--- src/sv/can_frame_text_parser_unit_defines.svh ---
// ----------------------------------------------------------------------------
// can frame text parser assertion macros
// shared property wrappers, compiled out when NO_ASSERTIONS is set
// ----------------------------------------------------------------------------
`ifndef CAN_FRAME_TEXT_PARSER_UNIT_DEFINES_SVH
`define CAN_FRAME_TEXT_PARSER_UNIT_DEFINES_SVH

`ifndef NO_ASSERTIONS
// same-cycle implication, checked outside reset
`define CFTP_ASSERT_NOW(lbl, ante, cons, msg) \
  lbl: assert property (@(posedge clk) disable iff (!rst_n) (ante) |-> (cons)) \
    else $error(msg);
// next-cycle implication, checked outside reset
`define CFTP_ASSERT_NEXT(lbl, ante, cons, msg) \
  lbl: assert property (@(posedge clk) disable iff (!rst_n) (ante) |=> (cons)) \
    else $error(msg);
`else
`define CFTP_ASSERT_NOW(lbl, ante, cons, msg)
`define CFTP_ASSERT_NEXT(lbl, ante, cons, msg)
`endif

`endif

--- src/sv/cftp_pkg.sv ---
// ----------------------------------------------------------------------------
// cftp_pkg
// types, codes and helpers of the can frame text parser
// ----------------------------------------------------------------------------
package cftp_pkg;

  localparam int FD_MAX_BYTES_DEF      = 64;
  localparam int CLASSIC_MAX_BYTES_DEF = 8;

  localparam logic [7:0] CH_HASH  = 8'h23;
  localparam logic [7:0] CH_DOT   = 8'h2E;
  localparam logic [7:0] CH_R_UP  = 8'h52;
  localparam logic [7:0] CH_R_LOW = 8'h72;

  localparam logic [4:0] HEX_BAD     = 5'd16;
  localparam logic [4:0] REMOTE_MAX  = 5'd8;
  localparam logic [3:0] SHORT_ID_LEN = 4'd3;
  localparam logic [3:0] LONG_ID_LEN  = 4'd8;

  localparam logic [31:0] FLAG_EXT = 32'h8000_0000;
  localparam logic [31:0] FLAG_RTR = 32'h4000_0000;
  localparam logic [31:0] FLAG_ERR = 32'h2000_0000;
  localparam logic [31:0] SHORT_ID_MASK = 32'h0000_0FFF;

  localparam logic       KIND_BYTE    = 1'b0;
  localparam logic       KIND_SUMMARY = 1'b1;

  localparam logic [1:0] ST_INVALID = 2'd0;
  localparam logic [1:0] ST_CLASSIC = 2'd1;
  localparam logic [1:0] ST_FD      = 2'd2;

  typedef enum logic [2:0] {
    PH_ID,
    PH_AFTER_ID,
    PH_REMOTE,
    PH_FD_FLAGS,
    PH_DATA,
    PH_DONE
  } phase_t;

  typedef struct packed {
    logic [7:0] character;
    logic       is_last;
  } item_t;

  typedef struct packed {
    logic        kind;
    logic [7:0]  data_byte;
    logic [5:0]  byte_index;
    logic [1:0]  status;
    logic [31:0] can_ident;
    logic [6:0]  frame_len;
    logic [3:0]  fd_flags;
  } result_t;

  // hex digit value, HEX_BAD for anything else
  function automatic logic [4:0] hex_value(input logic [7:0] c);
    logic [4:0] v;
    if (c inside {[8'h30:8'h39]}) begin
      v = 5'(c - 8'h30);
    end else if (c inside {[8'h41:8'h46]}) begin
      v = 5'(c - 8'h41 + 8'd10);
    end else if (c inside {[8'h61:8'h66]}) begin
      v = 5'(c - 8'h61 + 8'd10);
    end else begin
      v = HEX_BAD;
    end
    return v;
  endfunction

endpackage

--- src/sv/cftp_in_stage.sv ---
// ----------------------------------------------------------------------------
// cftp_in_stage
// input register holding one character beat until the parser takes it
// ----------------------------------------------------------------------------
module cftp_in_stage (
  input  logic           clk,
  input  logic           rst_n,
  input  logic           in_tvalid,
  output logic           in_tready,
  input  logic [7:0]     in_tdata,   // character
  input  logic           in_tlast,   // is_last
  input  logic           advance,
  output logic           item_valid,
  output cftp_pkg::item_t item
);
  import cftp_pkg::*;

  logic  valid_r, valid_nxt;
  item_t item_r;
  logic  accept;

  assign in_tready = !valid_r || advance;
  assign accept    = in_tvalid && in_tready;

  always_comb begin
    valid_nxt = valid_r;
    if (accept) begin
      valid_nxt = 1'b1;
    end else if (advance) begin
      valid_nxt = 1'b0;
    end
  end

  always_ff @(posedge clk) begin
    if (!rst_n) begin
      valid_r <= 1'b0;
    end else begin
      valid_r <= valid_nxt;
    end
  end

  always_ff @(posedge clk) begin
    if (accept) begin
      item_r <= '{character: in_tdata, is_last: in_tlast};
    end
  end

  assign item_valid = valid_r;
  assign item       = item_r;

endmodule

--- src/sv/cftp_parser.sv ---
// ----------------------------------------------------------------------------
// cftp_parser
// frame text state machine, one character per step
// ----------------------------------------------------------------------------
`include "can_frame_text_parser_unit_defines.svh"

module cftp_parser #(
  parameter int FD_MAX_BYTES      = cftp_pkg::FD_MAX_BYTES_DEF,
  parameter int CLASSIC_MAX_BYTES = cftp_pkg::CLASSIC_MAX_BYTES_DEF
) (
  input  logic              clk,
  input  logic              rst_n,
  input  logic              step,
  input  cftp_pkg::item_t   item,
  output logic              res_want,
  output logic              res_valid,
  output cftp_pkg::result_t res
);
  import cftp_pkg::*;

  localparam logic [6:0] FD_LIM      = 7'(FD_MAX_BYTES);
  localparam logic [6:0] CLASSIC_LIM = 7'(CLASSIC_MAX_BYTES);

  phase_t      phase_r,      phase_nxt;
  logic [3:0]  char_pos_r,   char_pos_nxt;
  logic [31:0] id_r,         id_nxt;
  logic [3:0]  high_nib_r,   high_nib_nxt;
  logic        nib_pend_r,   nib_pend_nxt;
  logic [6:0]  byte_cnt_r,   byte_cnt_nxt;
  logic        fd_mode_r,    fd_mode_nxt;
  logic [3:0]  flags_r,      flags_nxt;
  logic [3:0]  remote_len_r, remote_len_nxt;
  logic        err_r,        err_nxt;
  logic        dot_taken_r,  dot_taken_nxt;
  logic        is_remote_r,  is_remote_nxt;

  logic [7:0] c;
  logic [4:0] hex_n;
  logic       hex_ok;
  logic       do_data;
  logic       got;
  logic       dc_dot;
  logic [6:0] dc_cnt;
  logic [6:0] limit;
  logic       sum_ok;

  assign c      = item.character;
  assign hex_n  = hex_value(c);
  assign hex_ok = !hex_n[4];
  assign dc_dot = !nib_pend_r && (c == CH_DOT) && !dot_taken_r;
  assign dc_cnt = byte_cnt_r + 7'd1;
  assign limit  = fd_mode_r ? FD_LIM : CLASSIC_LIM;

  // next state
  always_comb begin
    phase_nxt      = phase_r;
    char_pos_nxt   = char_pos_r;
    id_nxt         = id_r;
    high_nib_nxt   = high_nib_r;
    nib_pend_nxt   = nib_pend_r;
    byte_cnt_nxt   = byte_cnt_r;
    fd_mode_nxt    = fd_mode_r;
    flags_nxt      = flags_r;
    remote_len_nxt = remote_len_r;
    err_nxt        = err_r;
    dot_taken_nxt  = dot_taken_r;
    is_remote_nxt  = is_remote_r;
    do_data        = 1'b0;
    got            = 1'b0;

    case (phase_r)
      PH_ID: begin
        if (char_pos_r == SHORT_ID_LEN && c == CH_HASH) begin
          id_nxt    = id_r & SHORT_ID_MASK;
          phase_nxt = PH_AFTER_ID;
        end else if (char_pos_r >= LONG_ID_LEN) begin
          if (c == CH_HASH) begin
            id_nxt    = ((id_r & FLAG_ERR) == '0) ? (id_r | FLAG_EXT) : id_r;
            phase_nxt = PH_AFTER_ID;
          end else begin
            err_nxt   = 1'b1;
            phase_nxt = PH_DONE;
          end
        end else if (!hex_ok) begin
          err_nxt   = 1'b1;
          phase_nxt = PH_DONE;
        end else begin
          id_nxt       = {id_r[27:0], hex_n[3:0]};
          char_pos_nxt = char_pos_r + 4'd1;
        end
      end
      PH_AFTER_ID: begin
        if (c == CH_R_UP || c == CH_R_LOW) begin
          is_remote_nxt = 1'b1;
          phase_nxt     = PH_REMOTE;
        end else if (c == CH_HASH) begin
          phase_nxt = PH_FD_FLAGS;
        end else begin
          phase_nxt = PH_DATA;
          do_data   = 1'b1;
        end
      end
      PH_REMOTE: begin
        if (hex_n <= REMOTE_MAX) begin
          remote_len_nxt = hex_n[3:0];
        end
        phase_nxt = PH_DONE;
      end
      PH_FD_FLAGS: begin
        if (!hex_ok) begin
          err_nxt   = 1'b1;
          phase_nxt = PH_DONE;
        end else begin
          flags_nxt   = hex_n[3:0];
          fd_mode_nxt = 1'b1;
          phase_nxt   = PH_DATA;
        end
      end
      PH_DATA: begin
        do_data = 1'b1;
      end
      default: begin
      end
    endcase

    if (do_data) begin
      if (dc_dot) begin
        dot_taken_nxt = 1'b1;
      end else if (!hex_ok) begin
        err_nxt   = 1'b1;
        phase_nxt = PH_DONE;
      end else if (!nib_pend_r) begin
        high_nib_nxt = hex_n[3:0];
        nib_pend_nxt = 1'b1;
      end else begin
        byte_cnt_nxt  = dc_cnt;
        nib_pend_nxt  = 1'b0;
        dot_taken_nxt = 1'b0;
        got           = 1'b1;
        if (dc_cnt >= limit) begin
          phase_nxt = PH_DONE;
        end
      end
    end
  end

  // outputs
  always_comb begin
    sum_ok = !err_nxt && phase_nxt != PH_ID && phase_nxt != PH_FD_FLAGS &&
             !(phase_nxt == PH_DATA && nib_pend_nxt);
    res       = '0;
    res_want  = got || item.is_last;
    res_valid = step && res_want;
    if (got) begin
      res.data_byte  = {high_nib_r, hex_n[3:0]};
      res.byte_index = byte_cnt_r[5:0];
    end
    if (item.is_last) begin
      res.kind = KIND_SUMMARY;
      if (sum_ok) begin
        res.status    = fd_mode_nxt ? ST_FD : ST_CLASSIC;
        res.can_ident = id_nxt | (is_remote_nxt ? FLAG_RTR : '0);
        res.frame_len = is_remote_nxt ? {3'b000, remote_len_nxt} : byte_cnt_nxt;
        res.fd_flags  = flags_nxt;
      end
    end else begin
      res.kind = KIND_BYTE;
    end
  end

  always_ff @(posedge clk) begin
    if (!rst_n || (step && item.is_last)) begin
      phase_r      <= PH_ID;
      char_pos_r   <= '0;
      id_r         <= '0;
      high_nib_r   <= '0;
      nib_pend_r   <= 1'b0;
      byte_cnt_r   <= '0;
      fd_mode_r    <= 1'b0;
      flags_r      <= '0;
      remote_len_r <= '0;
      err_r        <= 1'b0;
      dot_taken_r  <= 1'b0;
      is_remote_r  <= 1'b0;
    end else if (step) begin
      phase_r      <= phase_nxt;
      char_pos_r   <= char_pos_nxt;
      id_r         <= id_nxt;
      high_nib_r   <= high_nib_nxt;
      nib_pend_r   <= nib_pend_nxt;
      byte_cnt_r   <= byte_cnt_nxt;
      fd_mode_r    <= fd_mode_nxt;
      flags_r      <= flags_nxt;
      remote_len_r <= remote_len_nxt;
      err_r        <= err_nxt;
      dot_taken_r  <= dot_taken_nxt;
      is_remote_r  <= is_remote_nxt;
    end
  end

  `CFTP_ASSERT_NEXT(a_last_restarts, step && item.is_last,
    phase_r == PH_ID && char_pos_r == '0 && byte_cnt_r == '0,
    "parser did not restart after last beat")
  `CFTP_ASSERT_NOW(a_data_below_limit, phase_r == PH_DATA,
    byte_cnt_r < (fd_mode_r ? FD_LIM : CLASSIC_LIM),
    "byte count reached limit in data phase")
  `CFTP_ASSERT_NOW(a_id_len, 1'b1, char_pos_r <= LONG_ID_LEN, "identifier position overran")
  `CFTP_ASSERT_NOW(a_invalid_summary_clear,
    res_valid && res.kind == KIND_SUMMARY && res.status == ST_INVALID,
    res.can_ident == '0 && res.frame_len == '0 && res.fd_flags == '0,
    "invalid summary carries frame fields")

endmodule

--- src/sv/cftp_out_stage.sv ---
// ----------------------------------------------------------------------------
// cftp_out_stage
// result register driving the output stream
// ----------------------------------------------------------------------------
module cftp_out_stage (
  input  logic              clk,
  input  logic              rst_n,
  input  logic              load,
  input  cftp_pkg::result_t res,
  output logic              can_take,
  output logic              out_tvalid,
  input  logic              out_tready,
  output logic [63:0]       out_tdata,  // data_byte, byte_index, status, can_ident,
                                        // frame_len, fd_flags, zero fill
  output logic              out_tuser   // kind
);
  import cftp_pkg::*;

  logic    valid_r, valid_nxt;
  result_t res_r;

  assign can_take = !valid_r || out_tready;

  always_comb begin
    valid_nxt = valid_r;
    if (load) begin
      valid_nxt = 1'b1;
    end else if (out_tready) begin
      valid_nxt = 1'b0;
    end
  end

  always_ff @(posedge clk) begin
    if (!rst_n) begin
      valid_r <= 1'b0;
    end else begin
      valid_r <= valid_nxt;
    end
  end

  always_ff @(posedge clk) begin
    if (load) begin
      res_r <= res;
    end
  end

  assign out_tvalid = valid_r;
  assign out_tuser  = res_r.kind;
  assign out_tdata  = {5'b00000, res_r.fd_flags, res_r.frame_len, res_r.can_ident,
                       res_r.status, res_r.byte_index, res_r.data_byte};

endmodule

--- src/sv/can_frame_text_parser_unit.sv ---
// ----------------------------------------------------------------------------
// can_frame_text_parser_unit
// parses the text form of a can frame into data bytes and a frame summary
// ----------------------------------------------------------------------------
// in channel: one character per beat in in_tdata, in_tlast on the final
// character of the frame text. out channel: out_tuser low is a data byte with
// its index, high is the end-of-frame summary (status, id, length, fd flags);
// after an invalid summary the consumer drops the bytes of that frame.
// a character beat yields zero or one result beat.
// a result reaches the out channel through the input register and then the
// result register. throughput: one character per cycle unless a result is
// held back by out_tready, set by the combinational parser step between them.
// the input register refills in the cycle it hands its character on, and the
// result register loads in the cycle its beat is taken.
// reset clears both registers and returns the parser to the identifier phase;
// the parser also restarts by itself after each last character.
// when out_tready is low with a result waiting, a character that yields no
// result still passes; one that yields a result holds in the input register,
// and in_tready drops once that register is full.
// ----------------------------------------------------------------------------
module can_frame_text_parser_unit #(
  parameter int FD_MAX_BYTES      = cftp_pkg::FD_MAX_BYTES_DEF,
  parameter int CLASSIC_MAX_BYTES = cftp_pkg::CLASSIC_MAX_BYTES_DEF
) (
  input  logic        clk,
  input  logic        rst_n,
  input  logic        in_tvalid,
  output logic        in_tready,
  input  logic [7:0]  in_tdata,   // character
  input  logic        in_tlast,   // is_last
  output logic        out_tvalid,
  input  logic        out_tready,
  output logic [63:0] out_tdata,  // data_byte, byte_index, status, can_ident,
                                  // frame_len, fd_flags, zero fill
  output logic        out_tuser   // kind
);
  import cftp_pkg::*;

  logic    item_valid;
  item_t   item;
  logic    res_want;
  logic    res_valid;
  result_t res;
  logic    can_take;
  logic    advance;

  // a character with no result never waits on the output side
  assign advance = item_valid && (can_take || !res_want);

  cftp_in_stage u_in (
    .clk        (clk),
    .rst_n      (rst_n),
    .in_tvalid  (in_tvalid),
    .in_tready  (in_tready),
    .in_tdata   (in_tdata),
    .in_tlast   (in_tlast),
    .advance    (advance),
    .item_valid (item_valid),
    .item       (item)
  );

  cftp_parser #(
    .FD_MAX_BYTES      (FD_MAX_BYTES),
    .CLASSIC_MAX_BYTES (CLASSIC_MAX_BYTES)
  ) u_parser (
    .clk       (clk),
    .rst_n     (rst_n),
    .step      (advance),
    .item      (item),
    .res_want  (res_want),
    .res_valid (res_valid),
    .res       (res)
  );

  cftp_out_stage u_out (
    .clk        (clk),
    .rst_n      (rst_n),
    .load       (res_valid),
    .res        (res),
    .can_take   (can_take),
    .out_tvalid (out_tvalid),
    .out_tready (out_tready),
    .out_tdata  (out_tdata),
    .out_tuser  (out_tuser)
  );

endmodule
--- config.mk ---
export PLATFORM = sky130hd
export DESIGN_NAME = can_frame_text_parser_unit
export DESIGN_NICKNAME = d
export VERILOG_FILES = /design/src/sv/cftp_pkg.sv /design/src/sv/cftp_in_stage.sv /design/src/sv/cftp_parser.sv /design/src/sv/cftp_out_stage.sv /design/src/sv/can_frame_text_parser_unit.sv
export VERILOG_INCLUDE_DIRS = /design/src /design/src/sv
export SDC_FILE = /design/constraint.sdc
export NUM_CORES = 1
export LEC_CHECK = 0
export BUFFER_PORTS_ARGS = -buffer_cell sky130_fd_sc_hd__buf_4
export CAP_MARGIN = 15
export CELL_PAD_IN_SITES_DETAIL_PLACEMENT = 1
export CELL_PAD_IN_SITES_GLOBAL_PLACEMENT = 1
export CORE_MARGIN = 5
export CORE_UTILIZATION = 46
export DETAILED_ROUTE_END_ITERATION = 10
export PLACE_DENSITY_LB_ADDON = 0.1
export SYNTH_ARGS = -nofsm -noshare
export SYNTH_HDL_FRONTEND = slang
export SYNTH_SLANG_ARGS = --single-unit
--- constraint.sdc ---
create_clock -name clk -period 7.3 [get_ports clk]
set_input_delay 0.365 -clock clk [delete_from_list [all_inputs] [get_ports clk]]
set_output_delay 0.365 -clock clk [all_outputs]
set_load 0.03 [all_outputs]
# Word-level counts from Yosys, hierarchy flattened
# Cells that the tools add are included.
[classes] add_sub_neg=7 n_reduce_logical=39 magnitude_cmp=9 mux=65 n_eq_ne=12 bitwise=8
[ops] operator="32-bit two-way mux" n=6
[ops] operator="7-bit two-way mux" n=5
[ops] operator="3-bit two-way mux" n=11
[ops] operator="32-bit zero test" n=1
[ops] operator="32-bit bitwise OR" n=1
[ops] operator="31-bit two-way mux" n=1
[ops] operator="1-bit two-way mux" n=30
[ops] operator="4-bit two-way mux" n=5
[ops] operator="8-bit by 6-bit equality test with 1-bit output, second input constant" n=2
[ops] operator="8-bit by 7-bit equality test with 1-bit output, second input constant" n=2
[ops] operator="8-bit by 7-bit greater-or-equal comparator with 1-bit output, second input constant" n=2
[ops] operator="8-bit by 7-bit less-or-equal comparator with 1-bit output, second input constant" n=2
[ops] operator="5-bit two-way mux" n=3
[ops] operator="1-bit logical AND" n=14
[ops] operator="3-bit case mux with 4 select lines" n=1
[ops] operator="5-bit by 4-bit adder with 5-bit output, second input constant" n=2
[ops] operator="5-bit AND reduction" n=2
[ops] operator="5-bit by 1-bit subtractor with 5-bit output, second input constant" n=2
[ops] operator="8-bit by 6-bit greater-or-equal comparator with 1-bit output, second input constant" n=1
[ops] operator="8-bit by 6-bit less-or-equal comparator with 1-bit output, second input constant" n=1
[ops] operator="1-bit zero test" n=8
[ops] operator="7-bit by 1-bit adder with 7-bit output, second input constant" n=1
[ops] operator="7-bit greater-or-equal comparator" n=1
[ops] operator="1-bit inverter" n=7
[ops] operator="other kinds (19)" n=29
[word_totals] ff_bits=134 wordCells=164 out_inout_bits=67

# Logic depth before layout (Yosys ltp)
[logic_depth] word_depth=20 depth_mapped=16 mapped_depth_nobuf=13

# Modules after synthesis
# A second synthesis with hierarchy kept.
[hier_totals] hier_cells=589 hier_area_um2=6227.2
[by_module_without_submodules] mod="cftp_parser" n_inst=1 area_per_inst_um2=3996.3 cells_per_inst=503
[by_module_without_submodules] mod="cftp_out_stage" n_inst=1 area_per_inst_um2=1891.8 cells_per_inst=70
[by_module_without_submodules] mod="cftp_in_stage" n_inst=1 area_per_inst_um2=327.8 cells_per_inst=14
[by_module_without_submodules] mod="can_frame_text_parser_unit" n_inst=1 area_per_inst_um2=11.3 cells_per_inst=2

# Worst setup path before layout
# No wires, ideal clock.
[synth_path] kind="reg2reg" start="reg u_in.item_r, in the netlist u_in.item[2]" end="reg u_out.res_r, in the netlist u_out.out_tdata[0] (enable)" period_less_slack_ns=5.471 setup_ns=0.478 t_required_ns=6.822 path_buffers=1 path_slack_ns=1.829 stages_incl_launch_ff=13 arrival_ns=4.993 path_cell_list="edfxtp_1 > inv_1 > ha_1 > nor2_1 > a2111oi_4 > a21oi_2 > nor2_1 > ha_1 > inv_1 > a221oi_1 > clkbuf_1 > nor2_1 > nor2_1"
[synth_between] elab_chain_len=13 elab_cells_between_ends=35
[synth_rtl] item="start: declaration" line="cftp_in_stage.sv:19" source="item_t item_r;"
[synth_rtl] item="start signal: assignment" line="cftp_in_stage.sv:44" source="item_r <= '{character: in_tdata, is_last: in_tlast};"
[synth_rtl] item="5-bit by 1-bit subtractor with 5-bit output (tied with other cells)" line="cftp_pkg.sv:62, cftp_pkg.sv:64"
[synth_rtl] item="5-bit by 4-bit adder with 5-bit output / 1-bit logical AND (equally long branches)" line="cftp_pkg.sv:62, cftp_pkg.sv:64, cftp_pkg.sv:63"
[synth_rtl] item="5-bit two-way mux" line="cftp_pkg.sv:63" source="end else if (c inside {[8'h61:8'h66]}) begin"
[synth_rtl] item="5-bit two-way mux" line="cftp_pkg.sv:61" source="end else if (c inside {[8'h41:8'h46]}) begin"
[synth_rtl] item="5-bit two-way mux" line="cftp_pkg.sv:59" source="if (c inside {[8'h30:8'h39]}) begin"
[synth_rtl] item="1-bit two-way mux" line="cftp_parser.sv:129" source="end else if (!hex_ok) begin"
[synth_rtl] item="1-bit two-way mux" line="cftp_parser.sv:127" source="if (dc_dot) begin"
[synth_rtl] item="1-bit two-way mux *" line="cftp_parser.sv:126" source="if (do_data) begin"
[synth_rtl] item="1-bit logical OR *" line="cftp_parser.sv:152" source="res_want = got || item.is_last;"
[synth_rtl] item="1-bit zero test" line="can_frame_text_parser_unit.sv:48" source="assign advance = item_valid && (can_take || !res_want);"
[synth_rtl] item="1-bit logical OR" line="can_frame_text_parser_unit.sv:48"
[synth_rtl] item="1-bit logical AND" line="can_frame_text_parser_unit.sv:48"
[synth_rtl] item="1-bit logical AND *" line="cftp_parser.sv:153" source="res_valid = step && res_want;"
[synth_rtl] item="via res_valid" line="can_frame_text_parser_unit.sv:42" source="logic res_valid;"
[synth_rtl] item="end signal: assignment" line="cftp_out_stage.sv:43" source="res_r <= res;"
[synth_rtl] item="end: declaration" line="cftp_out_stage.sv:20" source="result_t res_r;"
# Mark *: on every way through the listed nets, which the timed path passes. The rest lies on a longest branch.
# A chain may end at the register's enable or synchronous reset.

# Worst setup path in the final report
[layout_path] start="reg u_in.item_r, in the netlist u_in.item[1]" end="reg u_out.res_r, in the netlist u_out.out_tdata[10] (enable)"
# Same word-level chain as after synthesis.

==> impl_metrics.tcl <==
set metrics [dict create \
    status "complete, no violations" \
    worst_pin_slew_ps 1008 \
    vias 4726 \
    numCtsBuffers 17 \
    skew_ps 5.215 \
    timing.final.crit_share_pct 71.42 \
    synthCells 576 \
    cts_buffer_depth 2 \
    setup_viol 0 \
    core_area_um2 13880 \
    worst_ep_arrival_time_ps 5290 \
    wl_met2_um 7421 \
    final-seq-area_um2 3373 \
    postCtsSetupBuffers 0 \
    cp-start-kind "flop" \
    min_from "in_tdata[2]" \
    wl_met3_um 716 \
    totalWireLength_um 15710 \
    num_antenna_cells 0 \
    setup_slack_ps 2086 \
    drv_cap 0 \
    htree_num_levels 4 \
    hp-class "input port to flop" \
    route.detailed.drc 0 \
    nNetsFinal 657 \
    initial_core_util_pct 46.83 \
    timing.rr.start "u_in.item[1]$_DFFE_PP_" \
    finalCriticalPeriod_ps 5214 \
    die_h_um 128.9 \
    async_reset_ff_share_pct 0 \
    fmax_ghz 0.1918 \
    crit_path_end_kind "flop" \
    drive_gt1_share_pct 28.33 \
    tns_ps 0 \
    final_cell_area_um2 7721 \
    clockRootBuffer "clkbuf_16" \
    yosys.area.top_type "edfxtp_1" \
    slew_violations 0 \
    r2r-end "u_out.out_tdata[10]$_SDFFCE_PN0P_" \
    synth-main-ff-cell "edfxtp_1" \
    synth_edf_count 69 \
    power.density_nw_per_um2 237.5 \
    min_to "u_in.item[3]$_DFFE_PP_" \
    antenna_found_initial 0 \
    multi_input_area_um2 2831 \
    syn_area_per_cell_um2 11.28 \
    crit_fanout 35 \
    die_w_um 128.9 \
    hold_path_depth 1 \
    grt_usage_pct 19.74 \
    cts_hold_buf 0 \
    dieArea_um2 16610 \
    num_io_pins 80 \
    first_pass_iters 4 \
    gp_congestion 0.8978 \
    drt_iter0_markers 366 \
    synthTopCellsByArea "edfxtp_1 (32%), dfxtp_1 (20%), nor4_2 (4.2%), nor4b_2 (3.5%), nand2_1 (3.2%)" \
    gr-total-overflow 0 \
    rsz0062_at_grt "false" \
    dp_hpwl_um 10700 \
    fillers 1480 \
    crit_start "u_in.item[1]$_DFFE_PP_" \
    portBuffers 74 \
    layoutNonFillerInstCount 826 \
    synth_cell_type_count 82 \
    synth.top_cell.area_share_pct 31.88 \
    dpl-instance-area_um2 7098 \
    ys_seq_area_share_pct 51.90 \
    clock_latency_ps 420 \
    relSlewSlack_pct 32.81 \
    cts.clk_slew.worst_paths_ps 60 \
    cts-resized-gates 0 \
    placed_cells 794 \
    criticalPathCategory "flop to flop" \
    area.growth.synth_to_final_pct 18.79 \
    holdWs_ps 114.2 \
    top_layer_used "met4" \
    ff2ff_setup_slack_ps 2090 \
    leakage_uw 0.002637 \
    vias_per_cell 5.722 \
    wl_met1_um 7347 \
    syn_area_um2 6500 \
    mostFrequentLayoutCell "buf_4" \
    grt_pass1_wl_um 25430 \
    rows 43 \
    final_cell_mix "buf_4 (81), edfxtp_1 (69), dfxtp_1 (65)" \
    tritoncts "built" \
    pre_cts_ws_ps 2187 \
    vdd_drop_max_mv 0.1311 \
    synth-seq-cells 134 \
    grt_pass1_vias 4739 \
    crit_required_ps 7370 \
    grt_max_degree 47 \
    ant_nets 0 \
    yosys_warnings 0 \
    r2r_cells 14 \
    cts_sinks 134 \
    report.final.hold_viol_count 0 \
    wire_per_inst_um 19.02 \
]
[cell usage after synthesis (5+ instances only)]
master	n
a211oi_1	9
buf_4	8
a22o_1	19
nand3_1	5
buf_6	6
nor4b_2	15
nor4_2	22
dfxtp_1	65
ha_1	11
nand2_1	55
and2_1	12
nor2b_1	5
clkbuf_1	24
nor2_1	46
o21ai_0	12
and3_1	7
edfxtp_1	69
nand4_1	8
nor3_1	8
mux2i_1	7
a21oi_1	30
buf_2	9
nor3_2	6
inv_1	16
xor2_1	9
[worst max-delay path, cell delays in order, from the launching register on]
cell and delay, ps:
edfxtp_1 500, inv_1 140, ha_1 270, nand2_1 90, o2111ai_1 260, a21oi_2 520
nor2_1 210, ha_1 260, inv_1 50, a221oi_1 40, buf_4 230, o21ai_1 720
nand2_1 330, nor2_4 700, buf_4 510
[cell type report]
cell class	count	area share, %
Sequential cell	134	43.69
Multi-Input combinational cell	383	36.67
Timing Repair Buffer	81	7.876
Clock buffer	23	6.595
Tap cell	180	2.917
Clock inverter	9	1.475
Inverter	16	0.7778
[sequential cells by signal (all words and copies together) (netlist names)]
| signal | flops |
|---|---|
| u_out.out_tvalid | 1 |
| u_parser.phase_r | 3 |
| u_in.item | 9 |
| u_parser.err_r | 1 |
| u_parser.remote_len_r | 4 |
| u_parser.is_remote_r | 1 |
| u_out.out_tuser | 1 |
| u_parser.fd_mode_r | 1 |
| u_parser.nib_pend_r | 1 |
| u_parser.byte_cnt_r | 7 |
| u_parser.high_nib_r | 4 |
| u_parser.char_pos_r | 4 |
| u_parser.flags_r | 4 |
| u_in.item_valid | 1 |
| u_out.out_tdata | 59 |
| u_parser.id_r | 32 |
| u_parser.dot_taken_r | 1 |
[how the worst max path moves through the flow]
stage	end	slack [ps]	depth (start not counted)
after floorplan	u_out.out_tdata[0]$_SDFFCE_PN0P_	1830	12
after global placement	u_out.out_tuser$_DFFE_PP_	2490	14
after detailed placement	u_out.out_tuser$_DFFE_PP_	2190	14
after CTS	u_out.out_tdata[11]$_SDFFCE_PN0P_	2100	14
after global routing	u_out.out_tdata[11]$_SDFFCE_PN0P_	1710	14
final	u_out.out_tdata[10]$_SDFFCE_PN0P_	2090	14
[metal layers]
metal  track usage, %  vias to the layer above
met1            26.76                     2360
met3            4.857                       17
met5                0                        -
li1                 -                     2247
met2            30.88                      102
met4            6.980                        0
[through the flow]
stage	utilization, %	power, uW
after global placement	51.14	957.8
final	55.62	1834
after detailed placement	51.14	961.2
after global routing	55.62	1895
after CTS	55.62	1849
after floorplan	-	927.4
[power breakdown]
part	total [uW]	internal [uW]	switching, uW
clock	888	562	326
sequential	817	803	13.4
combinational	129	39.2	89.9
total	1830	1400	430
[logic make-up after synthesis]
kind of cell             count (synthesis)  synth area share (%)
AO/OA/AOI/OAI                          127                 15.21
XOR/XNOR                                13                 1.752
adder cells (fa/ha/maj)                 11                 2.117
buffers and inverters                   63                 4.966
flip-flops                             134                 51.90
multiplexers                             9                 1.598
other                                    1               0.05769
AND/OR/NAND/NOR                        218                 22.41
No activity file was read; power rests on OpenSTA's default activity.
